--- src/rtl/frc_pkg.sv ---
// Shared types, constants and the CRC-16 byte update for the framed reply checker.
// No dependencies; every other file in rtl/ imports this package.
`timescale 1ns / 1ps

package frc_pkg;

  // Frame delimiters and CRC polynomial
  localparam logic [7:0]  StartByte = 8'h7E;
  localparam logic [7:0]  StopByte  = 8'h7F;
  localparam logic [15:0] CrcPoly   = 16'h1021;
  localparam logic [7:0]  AckOk     = 8'h00;

  // Largest frame accepted, in bytes (start through stop)
  localparam logic [9:0]  MaxFrameBytes = 10'd256;

  // Frame position limits and fixed offsets
  localparam logic [8:0]  PosLimit     = 9'd511;
  localparam logic [8:0]  PosStart     = 9'd0;
  localparam logic [8:0]  PosType      = 9'd1;
  localparam logic [8:0]  PosAddress   = 9'd2;
  localparam logic [8:0]  PosCommand   = 9'd3;
  localparam logic [8:0]  PosAck       = 9'd4;
  localparam logic [8:0]  PosPayload   = 9'd6;
  localparam logic [8:0]  CrcLoOffset  = 9'd6;
  localparam logic [8:0]  StopOffset   = 9'd8;
  localparam logic [9:0]  FrameOverhead = 10'd9;

  // Configuration register indexes
  localparam logic [1:0]  RegType    = 2'd0;
  localparam logic [1:0]  RegAddress = 2'd1;
  localparam logic [1:0]  RegCommand = 2'd2;
  localparam logic [1:0]  RegLength  = 2'd3;

  // Status codes
  typedef enum logic [2:0] {
    ST_OK      = 3'd0,
    ST_FRAMING = 3'd1,
    ST_HEADER  = 3'd2,
    ST_ACK     = 3'd3,
    ST_CRC     = 3'd4
  } status_t;

  // Configuration register set
  typedef struct packed {
    logic [7:0] expected_type;
    logic [7:0] expected_address;
    logic [7:0] expected_command;
    logic [7:0] payload_length;
  } cfg_t;

  // One result of the checker, plus a flag telling whether the byte produced one
  typedef struct packed {
    logic       has_result;
    logic       is_status;
    logic [7:0] payload_byte;
    logic [7:0] payload_index;
    status_t    status;
  } result_t;

  // CRC-16, MSB first, one byte folded in
  function automatic logic [15:0] crc16_byte(input logic [15:0] crc_in,
                                             input logic [7:0]  data);
    logic [15:0] crc;
    crc = crc_in ^ {data, 8'h00};
    for (int k = 0; k < 8; k++) begin
      if (crc[15]) begin
        crc = {crc[14:0], 1'b0} ^ CrcPoly;
      end else begin
        crc = {crc[14:0], 1'b0};
      end
    end
    return crc;
  endfunction

endpackage

--- src/rtl/frc_frame_check.sv ---
// Per-byte frame tracking: position, running CRC, received CRC and first error.
// Depends on frc_pkg for constants, the CRC function and the result_t type.
`timescale 1ns / 1ps

module frc_frame_check (
  input  logic            clk,
  input  logic            rst,
  input  frc_pkg::cfg_t   cfg,
  input  logic            step,
  input  logic [7:0]      data_byte,
  input  logic            last_byte,
  output frc_pkg::result_t result
);
  import frc_pkg::*;

  logic [8:0]  byte_position, byte_position_next;
  logic [15:0] running_crc, running_crc_next;
  logic [15:0] received_crc, received_crc_next;
  status_t     first_error, first_error_next;

  logic [8:0]  crc_lo_pos;
  logic [8:0]  stop_pos;
  logic        too_long;
  status_t     byte_error;
  logic        in_payload;
  logic [8:0]  payload_offset;

  assign crc_lo_pos     = CrcLoOffset + {1'b0, cfg.payload_length};
  assign stop_pos       = StopOffset + {1'b0, cfg.payload_length};
  assign too_long       = ({2'b00, cfg.payload_length} + FrameOverhead) > MaxFrameBytes;
  assign in_payload     = (byte_position >= PosPayload) && (byte_position < crc_lo_pos);
  assign payload_offset = byte_position - PosPayload;

  // Check the fixed header fields at their positions
  always_comb begin
    byte_error = ST_OK;
    if (byte_position == PosStart) begin
      if (data_byte != StartByte) byte_error = ST_FRAMING;
    end else if (byte_position == PosType) begin
      if (data_byte != cfg.expected_type) byte_error = ST_HEADER;
    end else if (byte_position == PosAddress) begin
      if (data_byte != cfg.expected_address) byte_error = ST_HEADER;
    end else if (byte_position == PosCommand) begin
      if (data_byte != cfg.expected_command) byte_error = ST_HEADER;
    end else if (byte_position == PosAck) begin
      if (data_byte != AckOk) byte_error = ST_ACK;
    end
  end

  // Update error, CRC and position; build the result for this byte
  always_comb begin
    first_error_next = (first_error == ST_OK) ? byte_error : first_error;

    running_crc_next = running_crc;
    if ((byte_position >= PosType) && (byte_position < crc_lo_pos)) begin
      running_crc_next = crc16_byte(running_crc, data_byte);
    end

    received_crc_next = received_crc;
    if (byte_position == crc_lo_pos) begin
      received_crc_next[7:0] = data_byte;
    end
    if (byte_position == crc_lo_pos + 9'd1) begin
      received_crc_next[15:8] = data_byte;
    end

    byte_position_next = (byte_position < PosLimit) ? byte_position + 9'd1 : byte_position;

    result = '0;
    if (last_byte) begin
      result.has_result = 1'b1;
      result.is_status  = 1'b1;
      priority if ((byte_position != stop_pos) || too_long || (data_byte != StopByte)) begin
        result.status = ST_FRAMING;
      end else if (first_error_next != ST_OK) begin
        result.status = first_error_next;
      end else if (running_crc_next != received_crc_next) begin
        result.status = ST_CRC;
      end else begin
        result.status = ST_OK;
      end
      // Clear frame state for the next frame
      byte_position_next = '0;
      running_crc_next   = '0;
      received_crc_next  = '0;
      first_error_next   = ST_OK;
    end else if (in_payload) begin
      result.has_result    = 1'b1;
      result.payload_byte  = data_byte;
      result.payload_index = payload_offset[7:0];
    end
  end

  // Hold frame state; advance on each processed byte
  always_ff @(posedge clk) begin
    if (rst) begin
      byte_position <= '0;
      running_crc   <= '0;
      received_crc  <= '0;
      first_error   <= ST_OK;
    end else if (step) begin
      byte_position <= byte_position_next;
      running_crc   <= running_crc_next;
      received_crc  <= received_crc_next;
      first_error   <= first_error_next;
    end
  end

endmodule

--- config.mk ---
export PLATFORM = sky130hd
export DESIGN_NAME = frc_frame_check
export DESIGN_NICKNAME = d
export VERILOG_FILES = /design/src/rtl/frc_pkg.sv /design/src/rtl/frc_frame_check.sv
export SDC_FILE = /design/constraint.sdc
export NUM_CORES = 1
export LEC_CHECK = 0
export ABC_CLOCK_PERIOD_IN_PS = 3700
export BUFFER_PORTS_ARGS = -buffer_cell sky130_fd_sc_hd__clkbuf_2
export CELL_PAD_IN_SITES_DETAIL_PLACEMENT = 1
export CELL_PAD_IN_SITES_GLOBAL_PLACEMENT = 1
export CORE_MARGIN = 10
export CORE_UTILIZATION = 39
export CTS_CLUSTER_SIZE = 14
export DETAILED_ROUTE_END_ITERATION = 10
export PLACE_DENSITY_LB_ADDON = 0.1
export SYNTH_ARGS = -nofsm -noshare
export SYNTH_HDL_FRONTEND = slang
export SYNTH_SLANG_ARGS = --single-unit
--- constraint.sdc ---
create_clock -name clk -period 3.7 [get_ports clk]
set_input_delay 0.555 -clock clk [delete_from_list [all_inputs] [get_ports clk]]
set_output_delay 0.555 -clock clk [all_outputs]
set_load 0.01 [all_outputs]
==> results of run 1 <==
state kept, by name (all words and copies together) (netlist names):
name,cells
byte_position,9
received_crc,16
first_error,3
running_crc,16
cells by family after synthesis:
family | Yosys count | share of synthesized area (%)
AOI/OAI and AO/OA | 80 | 14.1
xor gates and xnor gates | 98 | 22.1
adders and majority gates | 22 | 6.93
buffers and inverters | 51 | 6.36
DFF | 44 | 22.2
muxes | 30 | 7.56
and+or+nand+nor | 162 | 20.7
worst max-delay path by stage:
stage,to,cells past startpoint,slack [ps]
6_report,result[2],18,-370
5_1_grt,result[2],18,-530
4_1_cts,result[2],18,-390
3_5_place_dp,result[2],15,-460
3_3_place_gp,result[2],15,-430
2_1_floorplan,result[2],17,6
repair_timing:
action,CTS,global route
setup endpoints to repair,1,24
pin swaps,5,21
resized for setup,13,67
gates cloned,0,2
setup buffers,3,13
power breakdown:
part           switching, W  internal, W
sequential       0.00000796     0.000481
combinational      0.000243     0.000205
clock              0.000174     0.000152
total              0.000425     0.000837
synth_stat cells, drive strengths merged, types with 2 or more instances:
| master | n |
|---|---|
| a2111oi | 3 |
| a21o | 3 |
| a21oi | 14 |
| a22oi | 32 |
| a31oi | 2 |
| and2 | 11 |
| buf | 14 |
| clkbuf | 19 |
| dfxtp | 44 |
| ha | 22 |
| inv | 18 |
| mux2i | 30 |
| nand2 | 16 |
| nand2b | 3 |
| nand3 | 14 |
| nand3b | 2 |
| nand4 | 19 |
| nor2 | 63 |
| nor2b | 6 |
| nor3 | 10 |
| nor3b | 2 |
| nor4 | 8 |
| o21ai | 14 |
| o31a | 2 |
| or2 | 2 |
| or3 | 3 |
| xnor2 | 61 |
| xor2 | 36 |
routing by layer:
layer | track usage (%) | wire [microns]
met1 | 21.3 | 6010
met2 | 33.3 | 7450
met3 | 3.44 | 515
met4 | 5.51 | 141
met5 | 0 | 0
worst max-delay path: cells and delay by family:
kind	cells	cell delay, ps
compound gates	5	850
xor+xnor	2	400
fa+ha+maj	1	320
buf+inv	4	530
mux	1	180
simple gates	5	650
layout make-up:
cell class / instances / area [sq um]
timing repair buffer: 126 / 883
clock inverter: 1 / 7.51
clock buffer: 7 / 86.3
tap: 133 / 166
fill: 1199 / 4630
sequential: 44 / 881
multi-input combinational: 392 / 3130
inverter: 18 / 72.6
placed cells by master (no fill, tap or decap), types with 17 or more instances in the layout:
| cell | Yosys | layout |
|---|---|---|
| a22oi_1 | 32 | 32 |
| ha_1 | 22 | 17 |
| dfxtp_1 | 44 | 44 |
| clkbuf_2 | 0 | 59 |
| nand4_1 | 19 | 19 |
| xnor2_1 | 61 | 57 |
| nor2_1 | 63 | 59 |
| buf_4 | 1 | 52 |
| mux2i_1 | 30 | 18 |
| xor2_1 | 35 | 32 |
metrics by stage:
stage	total power, W	setup TNS, ps	setup WS (ps)	hold slack [ps]	area (sq um)
after floorplan	0.000747	0	5.62	463	3990
after global placement	0.000859	-539	-428	481	4620
after detailed placement	0.000868	-2370	-457	492	4620
after CTS	0.00121	-392	-392	504	4820
after global routing	0.00133	-533	-533	544	5230
final	0.00126	-369	-369	504	5230
==> summary.md, run 1 <==
| Metric | Value |
|---|---|
| Run status | `complete, but fails checks` |
| Failing checks | `setup timing` |
| RR Endpoint | `running_crc[4]` |
| Worst Path Required | `3140 ps` |
| Final setup vio count | `1` |
| Clock transition at path regs | `90 ps` |
| WS Path Type | `input pin to output pin` |
| Total Routing Usage GR | `18.4%` |
| Grt ovf | `0` |
| #FFs+latches synth | `44` |
| Antenna-violating nets left | `0` |
| CP Capture Type | `output pin` |
| Slowest-stage cell, CP | `ha_1` |
| DRT Wirelength | `14.1 mm` |
| Post-layout util | `53.0%` |
| Initial antenna violation count | `0` |
| Die height | `121 microns` |
| Peak supply drop | `183 uV` |
| First-pass GRT wire length | `22.0 mm` |
| FFs w/ async S/R, synth | `0%` |
| Reg2reg path depth | `10` |
| Post-synth top area share | `22.2%` |
| Highest clock rate | `0.246 GHz` |
| Syn_nets | `553` |
| Synth area leaders | `dfxtp_1 22%, xnor2_1 13%, xor2_1 7.7%` |
| Nets | `653` |
| Core Region | `9860 sq um` |
| Static leakage | `2.09 nW` |
| Crit path DAT | `3510 ps` |
| Placed cell count | `695` |
| TritonCTS clock tree | `built` |
| Initial DRC count | `186` |
| Ys flop type | `dfxtp_1` |
| Clk root buf | `clkbuf_8` |
| Yosys top cell by area | `dfxtp_1` |
| Post-Route Skew | `4.23 ps` |
| Hold Vio Cnt, Final | `0` |
| Area Growth Syn to Fin | `31.7%` |
| Cells after Synth | `487` |
| Worst skew pair latency | `300 ps` |
| Worst hold endpoint | `first_error[0]` |
| Sequential area share after synthesis | `22.2%` |
| Reg-to-Reg Start | `byte_position[3]` |
| Worst slew pin tran | `1190 ps` |
| Hold path startpoint | `first_error[0]` |
| Largest net degree at the start of global routing | `36` |
| Routed vias | `3916` |
| Synthesized area | `3970 sq um` |
| Routed WL per cell | `19.6 microns` |
| FP Rows | `36` |
| Rel. slew slack | `19.9%` |
| Detail Placement HPWL | `10.5 mm` |
| Critical Path Source Type | `input pin` |
| Mapped Avg Cell Area | `8.15 sq um` |
| Via density | `5.43` |
| Crit-path cells | `buf_4, buf_6, nand3_2, a21o_1, xor2_1, ha_1, a21oi_1, o21ai_1, nand3_1, nand4_1, buf_6, mux2i_4, xor2_1, a2111oi_2, nand3_1, nor3_2, a31oi_1, buf_2` |
| Pwr dens | `241 nW/um^2` |
| Initial Utilization | `40.3%` |
| RSZ-0062 raised after global routing | `yes` |
| Die ar. | `14600 sq um` |
| Antenna Diode Count | `0` |
| Final Cycle Share | `110%` |
| Remaining DRCs | `0` |
| Clock sinks | `44` |
| CP Max Fanout | `4` |
| Number of H-tree levels | `2` |
| CP startpoint | `cfg[4]` |
| CTS Buf Count | `5` |
| Crit-path max cell delay | `320 ps` |
| Number of global-route vias before repair | `4233` |
| MaxCap Viol Count | `0` |
| Fin cells | `721` |
| Hold Crit Depth | `2` |
| Distinct cell type count after synthesis | `51` |
| Slew Limit Fails | `0` |
| FF-to-FF setup slack | `500 ps` |
| Hold-fix buffers at CTS | `0` |
| I/O Buffers | `64` |
| RePlAce Congestion | `0.821` |
| Layout cells sized above 1 | `31.5%` |
| Die X | `121 microns` |
| Min Tclk post-route | `4070 ps` |
| DRT Pass-1 Iters | `4` |
| Post-synth EDFFs | `0` |
| HP Class | `register to register` |
| Worst setup margin | `-369 ps` |
| Clk buf depth | `2` |
| Yosys warnings | `0` |
| IO Count | `65` |
Note: power is estimated with default switching activity, not from simulation.
==> run 2: changes to the inputs <==
BUFFER_PORTS_ARGS = -buffer_cell sky130_fd_sc_hd__buf_4   (was -buffer_cell sky130_fd_sc_hd__clkbuf_2)
SKIP_LAST_GASP = 1   (was not set)
==> summary.md, run 2 (synthesis results as in run 1) <==
| Metric | Value |
|---|---|
| Antenna Diode Count | `0 (unchanged)` |
| TNS Setup | `-322 ps (+46.6 ps)` |
| Layout cells sized above 1 | `26.9% (-4.5 points)` |
| CP Capture Type | `output pin` |
| Rel. slew slack | `33.8% (+14 points)` |
| Placed cell count | `696 (+0.14%)` |
| Worst hold slack | `503 ps (-1.03 ps)` |
| WS Path Type | `input pin to output pin` |
| Peak supply drop | `133 uV (-27%)` |
| Worst skew pair latency | `310 ps (about the same)` |
| Grt ovf | `0 (unchanged)` |
| IO Count | `65 (unchanged)` |
| Antenna-violating nets left | `0 (unchanged)` |
| Routed WL per cell | `19.1 microns (-2.7%)` |
| Clock sinks | `44 (unchanged)` |
| Number of H-tree levels | `2 (unchanged)` |
| Critical Path Source Type | `input pin` |
| TritonCTS clock tree | `built` |
| Crit path DAT | `3470 ps (-40 ps)` |
| Biggest regs | `received_crc (16), running_crc (16), byte_position (9)` |
| Run status | `complete, but fails checks` |
| Largest net degree at the start of global routing | `36 (unchanged)` |
| I/O Buffers | `64 (unchanged)` |
| Fin cells | `712 (-1.2%)` |
| Routed vias | `3866 (-1.3%)` |
| CP Max Fanout | `5 (+1)` |
| Worst slew pin tran | `989 ps (-205 ps)` |
| MaxCap Viol Count | `0 (unchanged)` |
| First-pass GRT wire length | `22.0 mm (about the same)` |
| Initial Utilization | `40.3% (unchanged)` |
| Clock transition at path regs | `90 ps (about the same)` |
| Total Routing Usage GR | `18.4% (about the same)` |
| Hold path startpoint | `first_error[0]` |
| Via density | `5.43 (about the same)` |
| Clk root buf | `clkbuf_8` |
| DRT Pass-1 Iters | `4 (unchanged)` |
| FF-to-FF setup slack | `740 ps (+240 ps)` |
| Area Growth Syn to Fin | `28.6%` |
| Die ar. | `14600 sq um (unchanged)` |
| Worst setup margin | `-322 ps (+46.6 ps)` |
| Post-Route Skew | `9.51 ps (+5.28 ps)` |
| Hold Vio Cnt, Final | `0 (unchanged)` |
| Final setup vio count | `1 (unchanged)` |
| Nets | `644 (-1.4%)` |
| Reg-to-Reg Start | `byte_position[6]` |
| Detail Placement HPWL | `10.2 mm (-2.7%)` |
| Failing checks | `setup timing` |
| Min Tclk post-route | `4020 ps (-46.6 ps)` |
| Most common cell after layout, fill and taps aside | `buf_4` |
| Die height | `121 microns (unchanged)` |
| FP Rows | `36 (unchanged)` |
| Pre-CTS setup slack | `-432 ps (+24.8 ps)` |
| Core Region | `9860 sq um (unchanged)` |
| Worst Path Required | `3140 ps (about the same)` |
| Highest clock rate | `0.249 GHz (+1.2%)` |
| Reg2reg path depth | `10 (unchanged)` |
| Most frequent cells in the layout | `108 x buf_4, 62 x nor2_1, 59 x xnor2_1` |
| Initial antenna violation count | `0 (unchanged)` |
| Pwr dens | `241 nW/um^2 (about the same)` |
| Worst hold endpoint | `first_error[0]` |
| HP Class | `register to register` |
| Post-layout util | `51.8% (-1.3 points)` |
| RSZ-0062 raised after global routing | `yes` |
| Final Cycle Share | `109% (-1.3 points)` |
| CTS Buf Count | `5 (unchanged)` |
| Remaining DRCs | `0 (unchanged)` |
| RePlAce Congestion | `0.858 (+4.5%)` |
| Slew Limit Fails | `0 (unchanged)` |
| DRT Wirelength | `13.6 mm (-3.9%)` |
| Clk buf depth | `2 (unchanged)` |
| Static leakage | `2.05 nW (-1.7%)` |
| Die X | `121 microns (unchanged)` |
| Number of global-route vias before repair | `4156 (-1.8%)` |
| Hold Crit Depth | `2 (unchanged)` |
| Initial DRC count | `158 (-15%)` |
| RR Endpoint | `running_crc[3]` |
==> run 2: metrics by stage <==
stage	total power [W]	area (sq um)
after global placement	0.000875	4780
final	0.00123	5110
after floorplan	0.000747	3990
after global routing	0.00130	5110
after detailed placement	0.000884	4780
after CTS	0.00122	5020
==> run 2: cell type report <==
cell class                 count  area [sq um]
sequential                    44           881
multi-input combinational    392          2980
clock buffer                   5          68.8
fill                        1180          4760
timing repair buffer         117           921
clock inverter                 3          18.8
tap                          133           166
inverter                      18          70.1
==> run 2: worst max-delay path by stage <==
stage,startpoint,endpoint
detailed placement,cfg[3],result[2]
CTS,cfg[3],result[2]
floorplan,cfg[1],result[2]
finish,cfg[3],result[2]
global placement,cfg[1],result[2]
global route,cfg[3],result[2]
==> run 2: critical path, cell delays in order <==
cell,delay (ps)
buf_4,130
buf_4,140
buf_6,130
xor2_4,210
nor3b_4,350
nor2b_1,180
a32o_1,180
nand4_1,140
a311oi_4,370
buf_6,200
mux2i_1,220
xor2_1,90
nor4_1,280
a31oi_1,120
buf_4,160
==> run 2: report_power, final <==
group,switching (W),internal (W)
Clock,0.000178,0.000132
Combinational,0.000229,0.000204
Sequential,0.00000834,0.000481
==> run 2: repair_timing <==
| item | 4_1_cts | 5_1_grt |
|---|---|---|
| resized for setup | 26 | 13 |
| cloned | 2 | 0 |
| pin swaps | 14 | 7 |
| setup endpoints to repair | 1 | 23 |
| buffers inserted | 4 | 2 |
| hold buffers | 0 | 0 |
==> run 2: metal layers <==
| layer | up-vias | track usage, % | wire length (microns) |
|---|---|---|---|
| li1 | 1882 | - | - |
| met1 | 1900 | 21.8 | 5830 |
| met2 | 68 | 33.3 | 7020 |
| met3 | 16 | 3.30 | 536 |
| met4 | 0 | 4.37 | 185 |
| met5 | - | 0 | 0 |
